File: src/design/lqs_pkg.sv
package lqs_pkg;

    localparam int DEPTH_DEF = 128;
    localparam int DATA_W    = 32;

    typedef enum logic [1:0] {
        CMD_ENQ    = 2'd0,
        CMD_DEQ    = 2'd1,
        CMD_PEEK   = 2'd2,
        CMD_SEARCH = 2'd3
    } cmd_e_t;

    typedef enum logic [1:0] {
        ST_OK       = 2'd0,
        ST_FULL     = 2'd1,
        ST_EMPTY    = 2'd2,
        ST_NOTFOUND = 2'd3
    } status_e_t;

    typedef enum logic [1:0] {
        S_IDLE,
        S_SEARCH,
        S_DONE
    } state_e_t;

    // row control: load writes the selected cell, shift moves every cell one
    // place towards the head, wrap closes the selected cell onto the head cell
    typedef struct packed {
        logic load;
        logic shift;
        logic wrap;
    } cell_ctrl_t;

endpackage

File: src/design/lqs_ctrl.sv
module lqs_ctrl #(
    parameter int DEPTH = lqs_pkg::DEPTH_DEF
) (
    input  logic                              clk,
    input  logic                              rst_n,
    input  logic                              cmd_valid,
    output logic                              cmd_stall,
    input  logic [1:0]                        command,
    input  logic signed [lqs_pkg::DATA_W-1:0] value,
    output logic                              res_valid,
    input  logic                              res_stall,
    output logic [1:0]                        status,
    output logic signed [lqs_pkg::DATA_W-1:0] data,
    output logic [$clog2(DEPTH)-1:0]          position,
    output logic [$clog2(DEPTH+1)-1:0]        occupancy,
    input  logic [lqs_pkg::DATA_W-1:0]        head_val,
    output lqs_pkg::cell_ctrl_t               cell_ctrl,
    output logic [$clog2(DEPTH)-1:0]          sel_idx
);
    import lqs_pkg::*;

    localparam int IW = $clog2(DEPTH);
    localparam int CW = $clog2(DEPTH + 1);

    state_e_t          state_reg, state_next;
    logic [IW-1:0]     head_reg, head_next;
    logic [CW-1:0]     used_reg, used_next;
    logic              res_valid_reg, res_valid_next;

    logic [DATA_W-1:0] key_reg, key_next;
    logic [IW-1:0]     step_reg, step_next;
    logic              found_reg, found_next;
    status_e_t         pend_status_reg, pend_status_next;
    logic [DATA_W-1:0] pend_data_reg, pend_data_next;
    logic [IW-1:0]     pend_pos_reg, pend_pos_next;

    status_e_t         status_reg, status_next;
    logic [DATA_W-1:0] data_reg, data_next;
    logic [IW-1:0]     position_reg, position_next;
    logic [CW-1:0]     occupancy_reg, occupancy_next;

    logic [CW-1:0]     occ;
    logic              full;
    logic              empty;
    logic              hit;
    logic [IW-1:0]     last_idx;

    assign occ      = used_reg - CW'(head_reg);
    assign full     = (used_reg == CW'(DEPTH));
    assign empty    = (occ == '0);
    assign hit      = (head_val == key_reg);
    assign last_idx = IW'(occ - CW'(1));

    always_comb
    begin
        state_next       = state_reg;
        head_next        = head_reg;
        used_next        = used_reg;
        res_valid_next   = res_valid_reg && res_stall;
        key_next         = key_reg;
        step_next        = step_reg;
        found_next       = found_reg;
        pend_status_next = pend_status_reg;
        pend_data_next   = pend_data_reg;
        pend_pos_next    = pend_pos_reg;
        status_next      = status_reg;
        data_next        = data_reg;
        position_next    = position_reg;
        occupancy_next   = occupancy_reg;
        cell_ctrl        = '0;
        sel_idx          = IW'(occ);

        unique case (state_reg)
            S_IDLE:
            begin
                if (cmd_valid)
                begin
                    pend_status_next = ST_OK;
                    pend_data_next   = '0;
                    pend_pos_next    = '0;
                    state_next       = S_DONE;
                    unique case (command)
                        CMD_ENQ:
                        begin
                            if (full)
                            begin
                                pend_status_next = ST_FULL;
                            end
                            else
                            begin
                                cell_ctrl.load = 1'b1;
                                used_next      = used_reg + CW'(1);
                            end
                        end
                        CMD_DEQ:
                        begin
                            if (empty)
                            begin
                                pend_status_next = ST_EMPTY;
                            end
                            else
                            begin
                                pend_data_next  = head_val;
                                cell_ctrl.shift = 1'b1;
                                // drained: both indices go back to the first slot
                                if (CW'(head_reg) + CW'(1) >= used_reg)
                                begin
                                    head_next = '0;
                                    used_next = '0;
                                end
                                else
                                begin
                                    head_next = head_reg + IW'(1);
                                end
                            end
                        end
                        CMD_PEEK:
                        begin
                            if (empty)
                            begin
                                pend_status_next = ST_EMPTY;
                            end
                            else
                            begin
                                pend_data_next = head_val;
                            end
                        end
                        CMD_SEARCH:
                        begin
                            if (empty)
                            begin
                                pend_status_next = ST_EMPTY;
                            end
                            else
                            begin
                                key_next   = value;
                                step_next  = '0;
                                found_next = 1'b0;
                                state_next = S_SEARCH;
                            end
                        end
                        default:
                        begin
                        end
                    endcase
                end
            end
            S_SEARCH:
            begin
                // rotate the held entries once past the head cell
                cell_ctrl.shift = 1'b1;
                cell_ctrl.wrap  = 1'b1;
                sel_idx         = last_idx;
                if (!found_reg && hit)
                begin
                    found_next    = 1'b1;
                    pend_pos_next = step_reg;
                end
                step_next = step_reg + IW'(1);
                if (step_reg == last_idx)
                begin
                    pend_status_next = (found_reg || hit) ? ST_OK : ST_NOTFOUND;
                    state_next       = S_DONE;
                end
            end
            S_DONE:
            begin
                if (!res_valid_reg || !res_stall)
                begin
                    status_next    = pend_status_reg;
                    data_next      = pend_data_reg;
                    position_next  = pend_pos_reg;
                    occupancy_next = occ;
                    res_valid_next = 1'b1;
                    state_next     = S_IDLE;
                end
            end
            default:
            begin
                state_next = S_IDLE;
            end
        endcase
    end

    always_ff @(posedge clk or negedge rst_n)
    begin
        if (!rst_n)
        begin
            state_reg     <= S_IDLE;
            head_reg      <= '0;
            used_reg      <= '0;
            res_valid_reg <= 1'b0;
        end
        else
        begin
            state_reg     <= state_next;
            head_reg      <= head_next;
            used_reg      <= used_next;
            res_valid_reg <= res_valid_next;
        end
    end

    always_ff @(posedge clk)
    begin
        key_reg         <= key_next;
        step_reg        <= step_next;
        found_reg       <= found_next;
        pend_status_reg <= pend_status_next;
        pend_data_reg   <= pend_data_next;
        pend_pos_reg    <= pend_pos_next;
        status_reg      <= status_next;
        data_reg        <= data_next;
        position_reg    <= position_next;
        occupancy_reg   <= occupancy_next;
    end

    assign cmd_stall = (state_reg != S_IDLE);
    assign res_valid = res_valid_reg;
    assign status    = status_reg;
    assign data      = data_reg;
    assign position  = position_reg;
    assign occupancy = occupancy_reg;

    a_index_order: assert property (@(posedge clk) disable iff (!rst_n)
        (used_reg == '0 && head_reg == '0) || (CW'(head_reg) < used_reg))
        else $error("head index not below end index");

    a_search_nonempty: assert property (@(posedge clk) disable iff (!rst_n)
        state_reg == S_SEARCH |-> !empty && (CW'(step_reg) < occ))
        else $error("search step outside held entries");

    a_enq_advance: assert property (@(posedge clk) disable iff (!rst_n)
        (state_reg == S_IDLE && cmd_valid && command == CMD_ENQ && !full)
        |=> used_reg == $past(used_reg) + CW'(1))
        else $error("enqueue transfer did not advance end index");

    a_deq_shrink: assert property (@(posedge clk) disable iff (!rst_n)
        (state_reg == S_IDLE && cmd_valid && command == CMD_DEQ && !empty)
        |=> occ == $past(occ) - CW'(1))
        else $error("dequeue transfer did not drop one entry");

    a_search_keeps: assert property (@(posedge clk) disable iff (!rst_n)
        state_reg == S_SEARCH |=> $stable(head_reg) && $stable(used_reg))
        else $error("indices changed during search");

endmodule

File: config.mk
export PLATFORM = sky130hd
export DESIGN_NAME = lqs_ctrl
export DESIGN_NICKNAME = d
export VERILOG_FILES = /design/src/design/lqs_pkg.sv /design/src/design/lqs_ctrl.sv
export SDC_FILE = /design/constraint.sdc
export NUM_CORES = 1
export LEC_CHECK = 0
export BUFFER_PORTS_ARGS = -buffer_cell sky130_fd_sc_hd__buf_2
export CAP_MARGIN = 10
export CORE_MARGIN = 4
export CORE_UTILIZATION = 30
export CTS_CLUSTER_SIZE = 30
export DETAILED_ROUTE_END_ITERATION = 6
export HOLD_SLACK_MARGIN = 0.15
export MAX_ROUTING_LAYER = met4
export PLACE_DENSITY = 0.54
export SLEW_MARGIN = 40
export SYNTH_ARGS = -nofsm -noshare
export SYNTH_HDL_FRONTEND = slang
export SYNTH_SLANG_ARGS = --single-unit
File: constraint.sdc
create_clock -name clk -period 5.7 [get_ports clk]
set_input_delay 0 -clock clk [delete_from_list [all_inputs] [get_ports clk]]
set_output_delay 0 -clock clk [all_outputs]
set_load 0.03 [all_outputs]
## After elaboration in Yosys (flattened, before gate mapping)

Index checks and enable logic that the tools add are counted.

- Register bits after elaboration: 148
- Input port bits: 70
- Output and inout bits: 61

- Order comparisons: 1
- Muxes and demuxes: 41
- Add/subtract/negate cells: 6
- Equal/unequal tests: 17
- Bitwise logic cells: 2
- Reduce and logical (&&, ||, !) cells: 26

Operator list:

| cell | count |
|---|---|
| 7-bit 2-to-1 mux | 7 |
| 32-bit equality test | 1 |
| 7-bit case mux with 2 select lines | 2 |
| 8-bit 2-to-1 mux | 3 |
| 2-bit 2-to-1 mux | 10 |
| 2-bit != test (second input constant) | 8 |
| 8-bit case mux with 2 select lines | 1 |
| 7-bit by 1-bit adder with 7-bit output (second input constant) | 2 |
| 1-bit 2-to-1 mux | 13 |
| 4-bit AND reduction | 3 |
| 3-bit AND reduction | 3 |
| 7-bit by 1-bit adder with 8-bit output (second input constant) | 1 |
| 8-bit by 1-bit adder with 8-bit output (second input constant) | 1 |
| 8-bit equality test (second input constant) | 1 |
| 8-bit greater-or-equal comparator | 1 |
| 8-bit zero test | 1 |
| 2-bit case mux with 2 select lines | 2 |
| 8-bit by 7-bit subtractor with 8-bit output | 1 |
| 7-bit equality test | 1 |
| 7-bit by 1-bit subtractor with 7-bit output (second input constant) | 1 |
| 2-bit equality test (second input constant) | 3 |
| 2-bit case mux with 3 select lines | 1 |
| 6-bit AND reduction | 1 |
| 2-bit nonzero test | 3 |
| other kinds (12) | 22 |

## Longest topological paths before layout

- Depth after elaboration: 6
- Gate-level depth with buffers: 12
- Gate-level depth less buffers: 11

## Worst setup path before layout

Ideal clock, no wire load.

- Path kind: reg-to-reg
- Start point: register used_reg[0]
- End point: register key_reg[0] (enable)
- Setup slack: 2142 ps
- Clock period less this slack: 3558 ps
- Data required time: 5308 ps
- Arrival time: 3166 ps
- Cell stages (with the launch flop): 12
- Setup time: 392 ps
- Buffers on the path: 1
- Cell sequence: dfrtp_1 > inv_1 > ha_1 > fa_1 > nor2b_4 > o31ai_1 > xnor2_1 > nor3_2 > nand2_1 > or3_4 > clkbuf_1 > and3_1

- Longest elaborated chain between the ends: 4

RTL lines:

| item | RTL line | RTL |
|---|---|---|
| start: declaration | lqs_ctrl.sv:27 | `logic [CW-1:0] used_reg, used_next;` |
| start signal: assignment | lqs_ctrl.sv:198 | `used_reg <= used_next;` |
| 8-bit by 7-bit subtractor with 8-bit output | lqs_ctrl.sv:48 | `assign occ = used_reg - CW'(head_reg);` |
| net occ[4] | lqs_ctrl.sv:42 | `logic [CW-1:0] occ;` |
| 8-bit zero test | lqs_ctrl.sv:50 | `assign empty = (occ == '0);` |
| 1-bit inverter (no source line) | - |  |
| 4-bit AND reduction (no source line) | - |  |
| end signal: assignment | lqs_ctrl.sv:205 | `key_reg <= key_next;` |
| end: declaration | lqs_ctrl.sv:30 | `logic [DATA_W-1:0] key_reg, key_next;` |

The timed path passes the listed nets, and every way through them passes these cells.
A chain may end at the register's enable or synchronous reset.

==> impl_metrics.tcl <==
set metrics [dict create \
    core_mm2 0.0212 \
    grt_util_met2_pct 22.4 \
    hp-class "in -> async" \
    fp.dieH_um 156 \
    grt_util_met1_pct 15.5 \
    synth_compound_area_share_pct 4.26 \
    gp_routability_congestion 0.810 \
    synth-simple-area-share_pct 11.8 \
    synth_top_family_by_area "simple AND/OR/NAND/NOR gates" \
    ant_nets 0 \
    ys_ff_latch 148 \
    maxSlewViolCount 0 \
    pwr-share-seq_pct 35.2 \
    clk_pin_slew_worst_paths_ns 0.06 \
    grt_usage_pct 13.4 \
    internal_power_mw 2.95 \
    cts_root_buffer "clkbuf_16" \
    overflow 0 \
    cts_buffer_depth 2 \
    setup.worst_path.end "cell_ctrl[1]" \
    numCtsBuffers 17 \
    timing.critical_path.to_type "primary output" \
    fmaxAchievable_mhz 274 \
    synth_cells 459 \
    busiest_layer "met2" \
    grt_pass1_vias 4456 \
    synth_mux_area_share_pct 0.786 \
    final_cell_mix "buf_2, edfxtp_1, dlygate4sd3_1" \
    ys_types 51 \
    worstSetupPathType "reg -> out" \
    status "complete, no violations" \
    htree_levels 4 \
    firstDrtPassIters 4 \
    final_nets 760 \
    slew_headroom_pct 55.7 \
    drive_gt1_share_pct 25.9 \
    worstPathCellList "inv_1 > ha_1 > fa_1 > nor2b_4 > o31ai_1 > xnor2_1 > nor3_2 > nand2_1 > or3_4 > nand3_4 > nand2_1 > buf_2" \
    yosysSeqAreaShare_pct 66.7 \
    grt_max_degree 42 \
    stdcell_area_mm2 0.00873 \
    setup_tns_ns 0 \
    required_ns 5.70 \
    std_cell_rows 53 \
    drv_cap 0 \
    via_per_inst 4.56 \
    reg2reg_to "step_reg[0]" \
    reg2reg_setup_slack_ns 2.06 \
    rsz0062_at_grt "no" \
    grt_pass1_wl_mm 24.1 \
    syn-cell-area_mm2 0.00653 \
    fin_crit_sh_pct 64.1 \
    synth_nets 553 \
    swShare_pct 40.9 \
    drtIter0Drc 218 \
    antenna_found_initial 0 \
    power.net_switching_mw 2.05 \
    synth.avg_cell_area_um2 14.2 \
    met3_usage_pct 2.53 \
    chipWidth_um 156 \
    p_clk_share_pct 20.8 \
    crit_path_top_delay_cell "xnor2_1" \
    post-route-util_pct 41.1 \
    place_area_mm2 0.00749 \
    initial_core_util_pct 30.8 \
    crit_arrival_ns 3.65 \
    synth-edff-count 130 \
    power_frac_comb_pct 44.0 \
    vias 4350 \
    portBuffers 130 \
    startpoint "used_reg[0]" \
    fin_worst_skew_ns 0.0116 \
    synth-xor-area-share_pct 9.49 \
    crit_path_max_incr_delay_ns 0.53 \
    worstRegToRegCells 11 \
    leakagePower_nw 3.59 \
    fin_crit_ns 3.65 \
    hpwl_mm 11.2 \
    clock_sinks 148 \
    cp_max_fo 41 \
    synth_flop_cell "edfxtp_1" \
    start_kind "flip-flop" \
    power_density_mw_per_mm2 573 \
    rr_startpoint "used_reg[0]" \
    ioPinCount 131 \
    wl_per_cell_um 16.3 \
    syn_to_final_growth_pct 33.8 \
    cts_tree "built" \
    dieArea_mm2 0.0242 \
    hold_viol 0 \
    crit_path_frequent_cell "nand2_1" \
    peakVddDrop_mv 0.361 \
    clk_latency_ns 0.42 \
    power.total_mw 5.00 \
    diodes 0 \
    ys_warn_count 0 \
    tightest_slew_ns 0.662 \
    setup_viol 0 \
    async_reset_ff_share_pct 12.2 \
    synthAdderAreaFrac_pct 4.72 \
    final_common_cell "buf_2" \
    drc 0 \
    fillers 2021 \
    routed_wl_mm 15.5 \
]
==> Yosys cell counts, drive strengths merged (4+ instances only) <==
library cell | number | area [µm²]
edfxtp | 130 | 3900
xor2 | 45 | 394
and3 | 38 | 238
nor2 | 25 | 93.8
inv | 24 | 90.1
ha | 23 | 288
xnor2 | 23 | 201
nand2 | 19 | 71.3
dfrtp | 18 | 450
nand3 | 14 | 82.6
and2 | 9 | 56.3
nor4 | 9 | 56.3
clkbuf | 8 | 30.0
nand4 | 7 | 43.8
nor3 | 7 | 40.0
a21oi | 6 | 30.0
o21ai | 6 | 30.0
buf | 4 | 28.8
mux2i | 4 | 40.0
==> logic make-up (layout without fill, tap and decap cells) <==
family / count (synthesis) / count (layout)
simple gates: 139 / 139
xor+xnor: 69 / 69
flops: 148 / 148
compound gates: 38 / 38
buf+inv: 36 / 256
mux: 5 / 5
fa+ha+maj: 24 / 24
==> stage by stage <==
step           hold WS, ns  cells  setup WS [ns]
6_report             0.166    954           2.05
5_1_grt              0.186    954           1.78
4_1_cts              0.160    954           1.86
3_5_place_dp       -0.0135    854           1.87
3_3_place_gp       -0.0289    854           2.07
2_1_floorplan       -0.296    459           2.14
==> repair_timing <==
action                    CTS  global route
hold endpoints to repair   99             0
hold buffers               68             0
buffers inserted            0             0
resized for setup           0             0
==> final cells by class <==
class | instances | area, µm² | share of cell area [%]
timing repair buffer | 200 | 1340 | 15.4
tap | 275 | 344 | 3.94
clock buffer | 18 | 429 | 4.91
inverter | 24 | 90.1 | 1.03
clock inverter | 14 | 124 | 1.42
sequential | 148 | 4350 | 49.9
multi-input combinational | 275 | 2050 | 23.5
==> how the worst min path moves through the flow <==
stage / cells after the start / start / slack, ns / end
2_1_floorplan: 0 / rst_n / -0.30 / head_reg[0]
3_3_place_gp: 1 / rst_n / -0.03 / head_reg[5]
3_5_place_dp: 1 / rst_n / -0.01 / head_reg[5]
4_1_cts: 4 / command[1] / 0.16 / state_reg[1]
5_1_grt: 4 / command[1] / 0.19 / state_reg[1]
6_report: 3 / rst_n / 0.17 / head_reg[5]
==> routing by layer <==
| layer | wire length (µm) | vias up |
|---|---|---|
| met5 | 0 | - |
| met4 | 437 | 0 |
| met3 | 619 | 31 |
| met2 | 7990 | 126 |
| met1 | 6470 | 2100 |
| li1 | - | 2093 |
==> power groups by stage <==
| stage | registers, mW | clock network, mW | logic (mW) |
|---|---|---|---|
| 2_1_floorplan | 1.93 | 0 | 1.44 |
| 3_3_place_gp | 1.77 | 0 | 2.15 |
| 3_5_place_dp | 1.78 | 0 | 2.18 |
| 4_1_cts | 1.76 | 1.07 | 2.23 |
| 5_1_grt | 1.79 | 1.13 | 2.41 |
| 6_report | 1.76 | 1.04 | 2.20 |
==> critical path, delay by kind of cell (launching register included) <==
family,cells,cell delay (ns)
compound gates,1,0.08
xor+xnor,1,0.53
fa+ha+maj,2,0.65
buf+inv,2,0.31
flops,1,0.43
simple gates,6,1.22
Note: power is estimated with default switching activity, not from simulation.
