==> config.mk <==
export PLATFORM = sky130hd
export DESIGN_NAME = lqs_cell
export DESIGN_NICKNAME = d
export VERILOG_FILES = /design/src/design/lqs_pkg.sv /design/src/design/lqs_cell.sv
export SDC_FILE = /design/constraint.sdc
export NUM_CORES = 1
export LEC_CHECK = 0
export BUFFER_PORTS_ARGS = -buffer_cell sky130_fd_sc_hd__buf_4
export CAP_MARGIN = 40
export CORE_MARGIN = 5
export CORE_UTILIZATION = 42
export CTS_BUF_LIST = sky130_fd_sc_hd__clkbuf_16
export DETAILED_ROUTE_END_ITERATION = 7
export GPL_TIMING_DRIVEN = 0
export PLACE_DENSITY = 0.82
export SETUP_SLACK_MARGIN = 0.02
export SYNTH_ARGS = -nofsm -noshare
export SYNTH_HDL_FRONTEND = slang
export SYNTH_SLANG_ARGS = --single-unit
==> constraint.sdc <==
create_clock -name clk -period 2.2 [get_ports clk]
set_input_delay 0.11 -clock clk [delete_from_list [all_inputs] [get_ports clk]]
set_output_delay 0.11 -clock clk [all_outputs]
set_load 0.01 [all_outputs]
==> src/design/lqs_pkg.sv <==
package lqs_pkg;

    localparam int DEPTH_DEF = 128;
    localparam int DATA_W    = 32;

    typedef enum logic [1:0] {
        CMD_ENQ    = 2'd0,
        CMD_DEQ    = 2'd1,
        CMD_PEEK   = 2'd2,
        CMD_SEARCH = 2'd3
    } cmd_e_t;

    typedef enum logic [1:0] {
        ST_OK       = 2'd0,
        ST_FULL     = 2'd1,
        ST_EMPTY    = 2'd2,
        ST_NOTFOUND = 2'd3
    } status_e_t;

    typedef enum logic [1:0] {
        S_IDLE,
        S_SEARCH,
        S_DONE
    } state_e_t;

    // row control: load writes the selected cell, shift moves every cell one
    // place towards the head, wrap closes the selected cell onto the head cell
    typedef struct packed {
        logic load;
        logic shift;
        logic wrap;
    } cell_ctrl_t;

endpackage

==> src/design/lqs_cell.sv <==
module lqs_cell #(
    parameter int DEPTH = lqs_pkg::DEPTH_DEF,
    parameter int IDX   = 0
) (
    input  logic                       clk,
    input  lqs_pkg::cell_ctrl_t        ctrl,
    input  logic [$clog2(DEPTH)-1:0]   sel_idx,
    input  logic [lqs_pkg::DATA_W-1:0] wr_val,
    input  logic [lqs_pkg::DATA_W-1:0] next_val,
    input  logic [lqs_pkg::DATA_W-1:0] wrap_val,
    output logic [lqs_pkg::DATA_W-1:0] q
);
    import lqs_pkg::*;

    localparam int IW = $clog2(DEPTH);

    logic [DATA_W-1:0] q_reg;
    logic [DATA_W-1:0] q_next;
    logic              selected;

    assign selected = (sel_idx == IW'(IDX));

    always_comb
    begin
        q_next = q_reg;
        if (ctrl.load && selected)
        begin
            q_next = wr_val;
        end
        else if (ctrl.shift)
        begin
            q_next = (ctrl.wrap && selected) ? wrap_val : next_val;
        end
    end

    always_ff @(posedge clk)
    begin
        q_reg <= q_next;
    end

    assign q = q_reg;

endmodule

# Word level (Yosys, flattened, before mapping)
# Cells that the tools add are included.
dict set report totals {
  wordCells 8
  register_bits 32
  output_inout_bits 32
}
dict set report classes {
  reduce_logical 4
  n_mux 3
}
# op count
set op_table {}
lappend op_table {{32-bit two-way mux} 3}
lappend op_table {{7-bit zero test} 1}
lappend op_table {{1-bit logical AND} 2}
lappend op_table {{2-bit nonzero test} 1}

# Logic depth before layout (Yosys ltp)
# Gate-level depths: netlist (run 1).
dict set report depth {
  ltp_word 5
  mapped_depth 5
}

# Worst setup path after synthesis (run 1)
# Ideal clock, no wire load.
dict set report synth_path {
  path_type {input port to flip-flop}
  start {in sel_idx[1]}
  end {reg q_reg[0], in the netlist q[0], enable pin}
  setup_slack_ps 381
  setup_time_ps 394
  stages 3
  t_arrival_ps 1425
  required_ps 1806
  path_buffers 0
  cell_sequence {nor4_4 -> nand3_2 -> nand2b_1}
}
dict set report synth_via {
  elab_chain_cells 3
}
# item line_no
set synth_rtl {}
lappend synth_rtl {{from (decl)} lqs_cell.sv:7} ;# input logic [$clog2(DEPTH)-1:0] sel_idx,
lappend synth_rtl {{7-bit zero test} lqs_cell.sv:21} ;# assign selected = (sel_idx == IW'(IDX));
lappend synth_rtl {{1-bit logical AND} lqs_cell.sv:26} ;# if (ctrl.load && selected)
lappend synth_rtl {{2-bit nonzero test (no line)} --}
lappend synth_rtl {{to (signal assigned)} lqs_cell.sv:38} ;# q_reg <= q_next;
lappend synth_rtl {{to (decl)} lqs_cell.sv:17} ;# logic [DATA_W-1:0] q_reg;
# No other way between the ends.
# A chain may end at the register's enable or synchronous reset.

# Worst setup path in the final report (run 1)
dict set report layout_path {
  start {in sel_idx[1]}
  end {reg q_reg[25], in the netlist q[25], enable pin}
}
# Same word-level chain as after synthesis.

==> results of run 1 <==
==> logic make-up after synthesis <==
group                  after synthesis  share of synthesized area
buffers and inverters               55                      0.116
AO/OA/AOI/OAI                       65                      0.311
flip-flops                          32                      0.465
AND/OR/NAND/NOR                     39                      0.108
==> Yosys cell counts <==
cell | count | area (µm²)
buf_4 | 1 | 7.51
clkbuf_1 | 13 | 48.8
buf_6 | 3 | 33.8
o21ai_0 | 1 | 5.00
inv_1 | 31 | 116
nor3_1 | 31 | 155
a41oi_1 | 31 | 272
o221a_1 | 11 | 124
nor2b_1 | 1 | 6.26
o221a_2 | 20 | 225
nor3_2 | 1 | 10.0
nor4_4 | 1 | 21.3
o211ai_1 | 1 | 7.51
nand2b_1 | 1 | 6.26
edfxtp_1 | 32 | 961
a22o_1 | 1 | 8.76
buf_1 | 1 | 3.75
and2_1 | 1 | 6.26
nand3_2 | 1 | 10.0
buf_2 | 6 | 30.0
nand2_1 | 2 | 7.51
==> worst max-delay path: stages <==
cell,delay (ns)
buf_4,0.12
nor4_4,0.45
nand3_2,0.20
nand2b_2,0.66
==> report_power, final <==
group / total [mW] / internal, mW / switching (mW)
combinational: 0.426 / 0.246 / 0.180
clock: 0.661 / 0.411 / 0.251
sequential: 0.749 / 0.735 / 0.0142
==> routing by layer <==
metal	wire, µm	share of wire	vias to the layer above	track usage
li1	-	-	1067	-
met5	0	0	-	0
met4	142	0.019	0	0.0726
met2	3940	0.52	139	0.390
met1	2880	0.38	1098	0.271
met3	560	0.075	12	0.0426
==> cell type report <==
cell class,instances,area (µm²)
Sequential cell,32,961
Tap cell,67,83.8
Clock buffer,5,125
Inverter,31,116
Clock inverter,3,13.8
Buffer,24,124
Timing Repair Buffer,136,1020
Multi-Input combinational cell,104,867
Fill cell,383,1440
==> worst paths after layout <==
path              cells after the start     to
setup / recovery                      4  q[25]
hold / removal                        2  q[30]
==> metrics.cfg, run 1 <==
[sta]
fin_tns_setup_ns = 0
finalWorstSetupSlack_ns = 0.559
setup_viol = 0
rsz0062_at_grt = false
fmax_mhz = 609
hold_viol = 0
slew_headroom = 0.426
fin_crit_ns = 1.64
hold_slack_ns = 0.132
tightestPinTransition_ns = 0.860
slew_viol_final = 0
timing.final.crit_share = 0.746

[floorplan]
coreArea_mm2 = 0.00475
dieArea_mm2 = 0.00642
initial_utilization = 0.434
dieWidth_um = 80.1
ios = 139
die_y_um = 80.1
rows = 25

[drt]
drt_pass1_iterations = 5
drtIter0Drc = 162
drcViolationCount = 0
wl_mm = 7.52
via_per_inst = 5.76
vias = 2316
final_antenna_net_count = 0
wire_per_inst_um = 18.7

[grt]
grt_pass1_wl_mm = 11.1
track_usage = 0.222
grt_overflow = 0
grt_max_degree = 33
grt_pass1_vias = 2221
antenna_found_initial = 0

[finish]
largest_register_ffs = 32
post-route-util = 0.697
final_cells = 402
design_area_mm2 = 0.00331
antenna_cells = 0
areaGrowthSynthToFinish_pct = 60.3
final_cell_mix = 137 x buf_4, 32 x edfxtp_1, 31 x inv_1, 31 x nor3_1, 31 x a41oi_1
layout_commonest_cell = buf_4
drive_gt1_frac = 0.528
fin_nets = 441

[outcome]
status = finished clean

[logic_synthesis]
synth_cells = 191
syn-num-nets = 298
synth_area_per_cell_um2 = 10.8
ys_seq_area_frac = 0.465
yosysUniqueCellTypes = 21
ys_seq_elements = 32
yosysWarnings = 0
synth_area_mm2 = 0.00207

[run]
maxCapViolations = 0

[placed_design]
portBuffers = 136
dpl.cell_count = 394
place_hpwl_mm = 5.64
gp_congestion = 0.801
dpl_worst_slack_ns = 0.273
placed_area_mm2 = 0.00317

[clocking]
post_cts_buffers = 0
cts-resized-gates = 0
clk_pin_slew_ns = 0.06
cts_tree = done
cts_made_buffers = 5
cts_root_buffer = clkbuf_16
htreeDepth = 2
cts_hold_buf = 0
max-clock-path-buffers = 2
clock_sinks = 32

[pwr]
worst_ir_drop_vdd_uv = 387
finalPower_mw = 1.84
pwr_density_cell_mw_per_mm2 = 555
p_leak_nw = 1.42

[setup_path]
worst_ep_required_time_ns = 2.10
critPathKind = input port to register
setup.worst_path.start_class = input port
crit_path_start = sel_idx[1]
crit_path_end_kind = register
arrival_ns = 1.54
crit_path_max_fanout = 32

[worst_hold_path]
min_path_type = input port to register
min_from = next_val[30]

Note: power is estimated with default switching activity, not from simulation.
==> run 2: changes to the inputs <==
Clock period 2.2 ns to 1.6 ns, I/O delays scaled along.
==> run 2 against run 1 <==
Effect of this change:
- power up 36%
- routed wire length decreased by 0.63%
- first-iteration DRC count fell by 6.8%
- non-clock buffer count did not move
- global-route usage rose by 0.60 points
- via count rose by 1.4%
- critical path depth up 1
- worst setup slack got worse by 0.40 ns
- sequential power up 38%
- clock power up 31%
- hold slack worse by 0.015 ns
- clock-buffer cell count unchanged
- largest power group unchanged
==> metrics.cfg, run 2 (synthesized netlist as in run 1, its figures left out) <==
[sta]
tightestPinTransition_ns = 0.497
timing.final.crit_share = 0.899
fin_tns_setup_ns = 0
slew_viol_final = 0
setup_viol = 0
hold_slack_ns = 0.117
hold_viol = 0
rsz0062_at_grt = false
slew_headroom = 0.669
fin_crit_ns = 1.44
finalWorstSetupSlack_ns = 0.162
fmax_mhz = 695

[drt]
met1_length_mm = 2.68
met3_length_um = 669
drcViolationCount = 0
drtIter0Drc = 151
final_antenna_net_count = 0
via_per_inst = 5.86
wire_per_inst_um = 18.6
vias = 2349
highest_layer = met4
wl_mm = 7.47
drt_pass1_iterations = 4
wl_met2_mm = 3.91

[pwr]
finalPower_mw = 2.49
switchingPower_mw = 0.583
seq_power_share = 0.414
netSwitchingFraction = 0.234
p_leak_nw = 1.42
worst_ir_drop_vdd_uv = 494
pwr_density_cell_mw_per_mm2 = 752
comb_power_share = 0.237
p_clk_frac = 0.348
p_int_mw = 1.91

[finish]
antenna_cells = 0
final_cells = 401
drive_gt1_frac = 0.524
fillers = 383
post-route-util = 0.696
design_area_mm2 = 0.00331
layout_commonest_cell = buf_4
multi_input_area_um2 = 872
fin_nets = 441
regArea_um2 = 961
largest_register_ffs = 32
final_cell_mix = 137 x buf_4, 32 x edfxtp_1, 31 x inv_1, 31 x nor3_1, 31 x a41oi_1
areaGrowthSynthToFinish_pct = 60.3

[setup_path]
setup.worst_path.start_class = input port
cp_num_buf_inv = 2
cp_slowest_stage_delay_ns = 0.44
crit_path_max_fanout = 10
cp_top_family = buffers and inverters
arrival_ns = 1.46
slowest_stage = nor4_4
critPathKind = input port to register
crit_path_end_kind = register
worst_ep_required_time_ns = 1.62
cp_cell_sequence = buf_4 > nor4_4 > clkbuf_1 > a41oi_1 > o221a_1

[grt]
grt_pass1_wl_mm = 11.4
grt_max_degree = 33
track_usage = 0.228
grt_overflow = 0
antenna_found_initial = 0
grt_pass1_vias = 2389

[clocking]
max-clock-path-buffers = 2
clk_pin_slew_ns = 0.05
cts_hold_buf = 0
cts_made_buffers = 5
cts_tree = done
clock_sinks = 32
cts_root_buffer = clkbuf_16
htreeDepth = 2

[placed_design]
dpl_worst_slack_ns = -0.304
place_hpwl_mm = 5.69
placed_area_mm2 = 0.00317
dpl.cell_count = 394
portBuffers = 136
gp_congestion = 0.756

[floorplan]
dieArea_mm2 = 0.00642
die_y_um = 80.1
coreArea_mm2 = 0.00475
initial_utilization = 0.434
rows = 25
ios = 139
dieWidth_um = 80.1

[worst_hold_path]
min_path_type = input port to register

[run]
maxCapViolations = 0

[outcome]
status = finished clean

==> run 2: cell count changes in the layout (fill, tap and decap cells not counted), sizes merged <==
cell    previous run  this run
clkinv             3         2
==> run 2: power by group through the flow <==
stage	combinational (mW)	clock [mW]	sequential, mW
finish	0.590	0.867	1.03
global route	0.631	0.914	1.04
CTS	0.592	0.882	1.03
detailed placement	0.588	0	1.05
global placement	0.574	0	1.05
floorplan	0.178	0	1.09
==> run 2: routing by layer <==
| layer | up-vias | global-route usage |
|---|---|---|
| met5 | - | 0 |
| met4 | 0 | 0.0912 |
| met3 | 19 | 0.0460 |
| met2 | 133 | 0.414 |
| met1 | 1129 | 0.258 |
| li1 | 1068 | - |
==> run 2: area by class of cell <==
class / count / area share
clock buffers: 5 / 0.0378
repair buffers: 136 / 0.308
plain buffers: 24 / 0.0374
multi-input cells: 104 / 0.263
flip-flops and latches: 32 / 0.290
inverters: 31 / 0.0351
well taps: 67 / 0.0253
clock inverters: 2 / 0.00227
==> run 2: timing repair <==
action	in CTS	in global routing
buffers inserted	0	0
resized for setup	1	0
setup endpoints to repair	32	0
==> run 2: final timing paths <==
check / from / to / slack (ns) / depth (start not counted)
worst min-delay path: next_val[30] / q[30] / 0.12 / 2
worst max-delay path: sel_idx[1] / q[22] / 0.16 / 5
==> run 3: changes to the inputs <==
Settings changed: PLACE_DENSITY 0.82 to 0.77.
==> run 3 against run 2 <==
Effect of this change:
- design area barely moved
- clock power rose by 3.3%
- sequential power barely moved
- cell count did not move
- critical path depth did not move
- non-clock buffer count did not move
- via count fell by 2.0%
- largest power group unchanged
==> metrics.cfg, run 3 (synthesized netlist as in run 1, its figures left out) <==
[outcome]
status = finished clean

[clocking]
clock_sinks = 32
max-clock-path-buffers = 2
cts_made_buffers = 5
post_cts_buffers = 0
htreeDepth = 2
cts_root_buffer = clkbuf_16
cts_tree = done
clk_pin_slew_ns = 0.05

[grt]
use_met1 = 0.273
use_met3 = 0.0605
track_usage = 0.222
grt_max_degree = 33
grt_pass1_wl_mm = 11.0
grt_pass1_vias = 2227
grt_overflow = 0
globalRoute.busiestLayer = met2
antenna_found_initial = 0
grtUsageMet2 = 0.382

[worst_hold_path]
whs_endpoint = q[30]
min_path_type = input port to register
min_from = next_val[30]
hold_depth = 2

[sta]
fin_tns_setup_ns = 0
slew_viol_final = 0
hold_viol = 0
rsz0062_at_grt = false
slew_headroom = 0.662
fmax_mhz = 685
fin_crit_ns = 1.46
timing.final.crit_share = 0.912
setup_viol = 0
tightestPinTransition_ns = 0.506

[finish]
antenna_cells = 0
areaGrowthSynthToFinish_pct = 60.3
fillers = 401
drive_gt1_frac = 0.527
layout_commonest_cell = buf_4
largest_register_ffs = 32
fin_nets = 441
final_cell_mix = 137 x buf_4, 32 x inv_1, 32 x edfxtp_1

[floorplan]
initial_utilization = 0.434
rows = 25
ios = 139
dieWidth_um = 80.1
die_y_um = 80.1
coreArea_mm2 = 0.00475
dieArea_mm2 = 0.00642

[pwr]
worst_ir_drop_vdd_uv = 426
finalPower_mw = 2.51
p_leak_nw = 1.43
pwr_density_cell_mw_per_mm2 = 759

[setup_path]
crit_path_end_kind = register
cp_top_family = buffers and inverters
crit_path_max_fanout = 10
cp_slowest_stage_delay_ns = 0.47
arrival_ns = 1.49
setup.worst_path.start_class = input port
cp_num_buf_inv = 2
slowest_stage = nor4_4
worst_ep_required_time_ns = 1.63
critPathKind = input port to register
cp_cell_sequence = buf_4 > nor4_4 > clkbuf_1 > a41oi_1 > o221a_1

[drt]
final_antenna_net_count = 0
drtIter0Drc = 203
via_per_inst = 5.74
vias = 2301
wire_per_inst_um = 18.2
drcViolationCount = 0
wl_mm = 7.29
drt_pass1_iterations = 4

[placed_design]
portBuffers = 136
place_hpwl_mm = 5.38
gp_congestion = 0.831

[run]
maxCapViolations = 0

run 3: worst max-delay path by stage:
stage / startpoint / end / depth (start not counted)
final: sel_idx[1] / q[23] / 5
after global routing: sel_idx[1] / q[17] / 5
after CTS: sel_idx[1] / q[17] / 5
after detailed placement: sel_idx[1] / q[18] / 4
after global placement: sel_idx[1] / q[16] / 4
after floorplan: sel_idx[1] / q[0] / 3
run 3: through the flow:
stage / utilization / cells / cell area, µm² / hold slack [ns] / worst slack, ns
final: 0.697 / 401 / 3310 / 0.120 / 0.141
after global routing: 0.697 / 401 / 3310 / 0.108 / 0.0410
after CTS: 0.697 / 401 / 3310 / 0.105 / 0.180
after detailed placement: 0.667 / 394 / 3170 / 0.388 / -0.316
after global placement: 0.667 / 394 / 3170 / 0.374 / -0.309
after floorplan: - / 191 / 2070 / 0.289 / 0.154
run 3: report_power, final:
group          leakage, nW  total, mW  internal [mW]  switching [mW]
clock               0.0709      0.896          0.558           0.338
sequential           0.312       1.03           1.01          0.0206
combinational         1.05      0.585          0.340           0.245
total                 1.43       2.51           1.91           0.604
run 3: per-layer routing:
metal  share of wire  routed length, µm
met1            0.39               2850
met5               0                  0
met3           0.088                639
met2            0.51               3730
met4          0.0097                 71
run 3: layout make-up:
class                      instances  area (µm²)  area share
timing repair buffer             136        1020       0.308
sequential                        32         961       0.290
multi-input combinational        104         872       0.263
clock buffer                       5         125      0.0378
buffer                            24         124      0.0374
inverter                          31         116      0.0351
tap                               67        83.8      0.0253
clock inverter                     2        8.76     0.00264
run 3: what timing repair did:
| action | 4_1_cts | 5_1_grt |
|---|---|---|
| hold buffers | 0 | 0 |
| gates resized for setup | 1 | 0 |
| endpoints found under the setup margin | 32 | 0 |
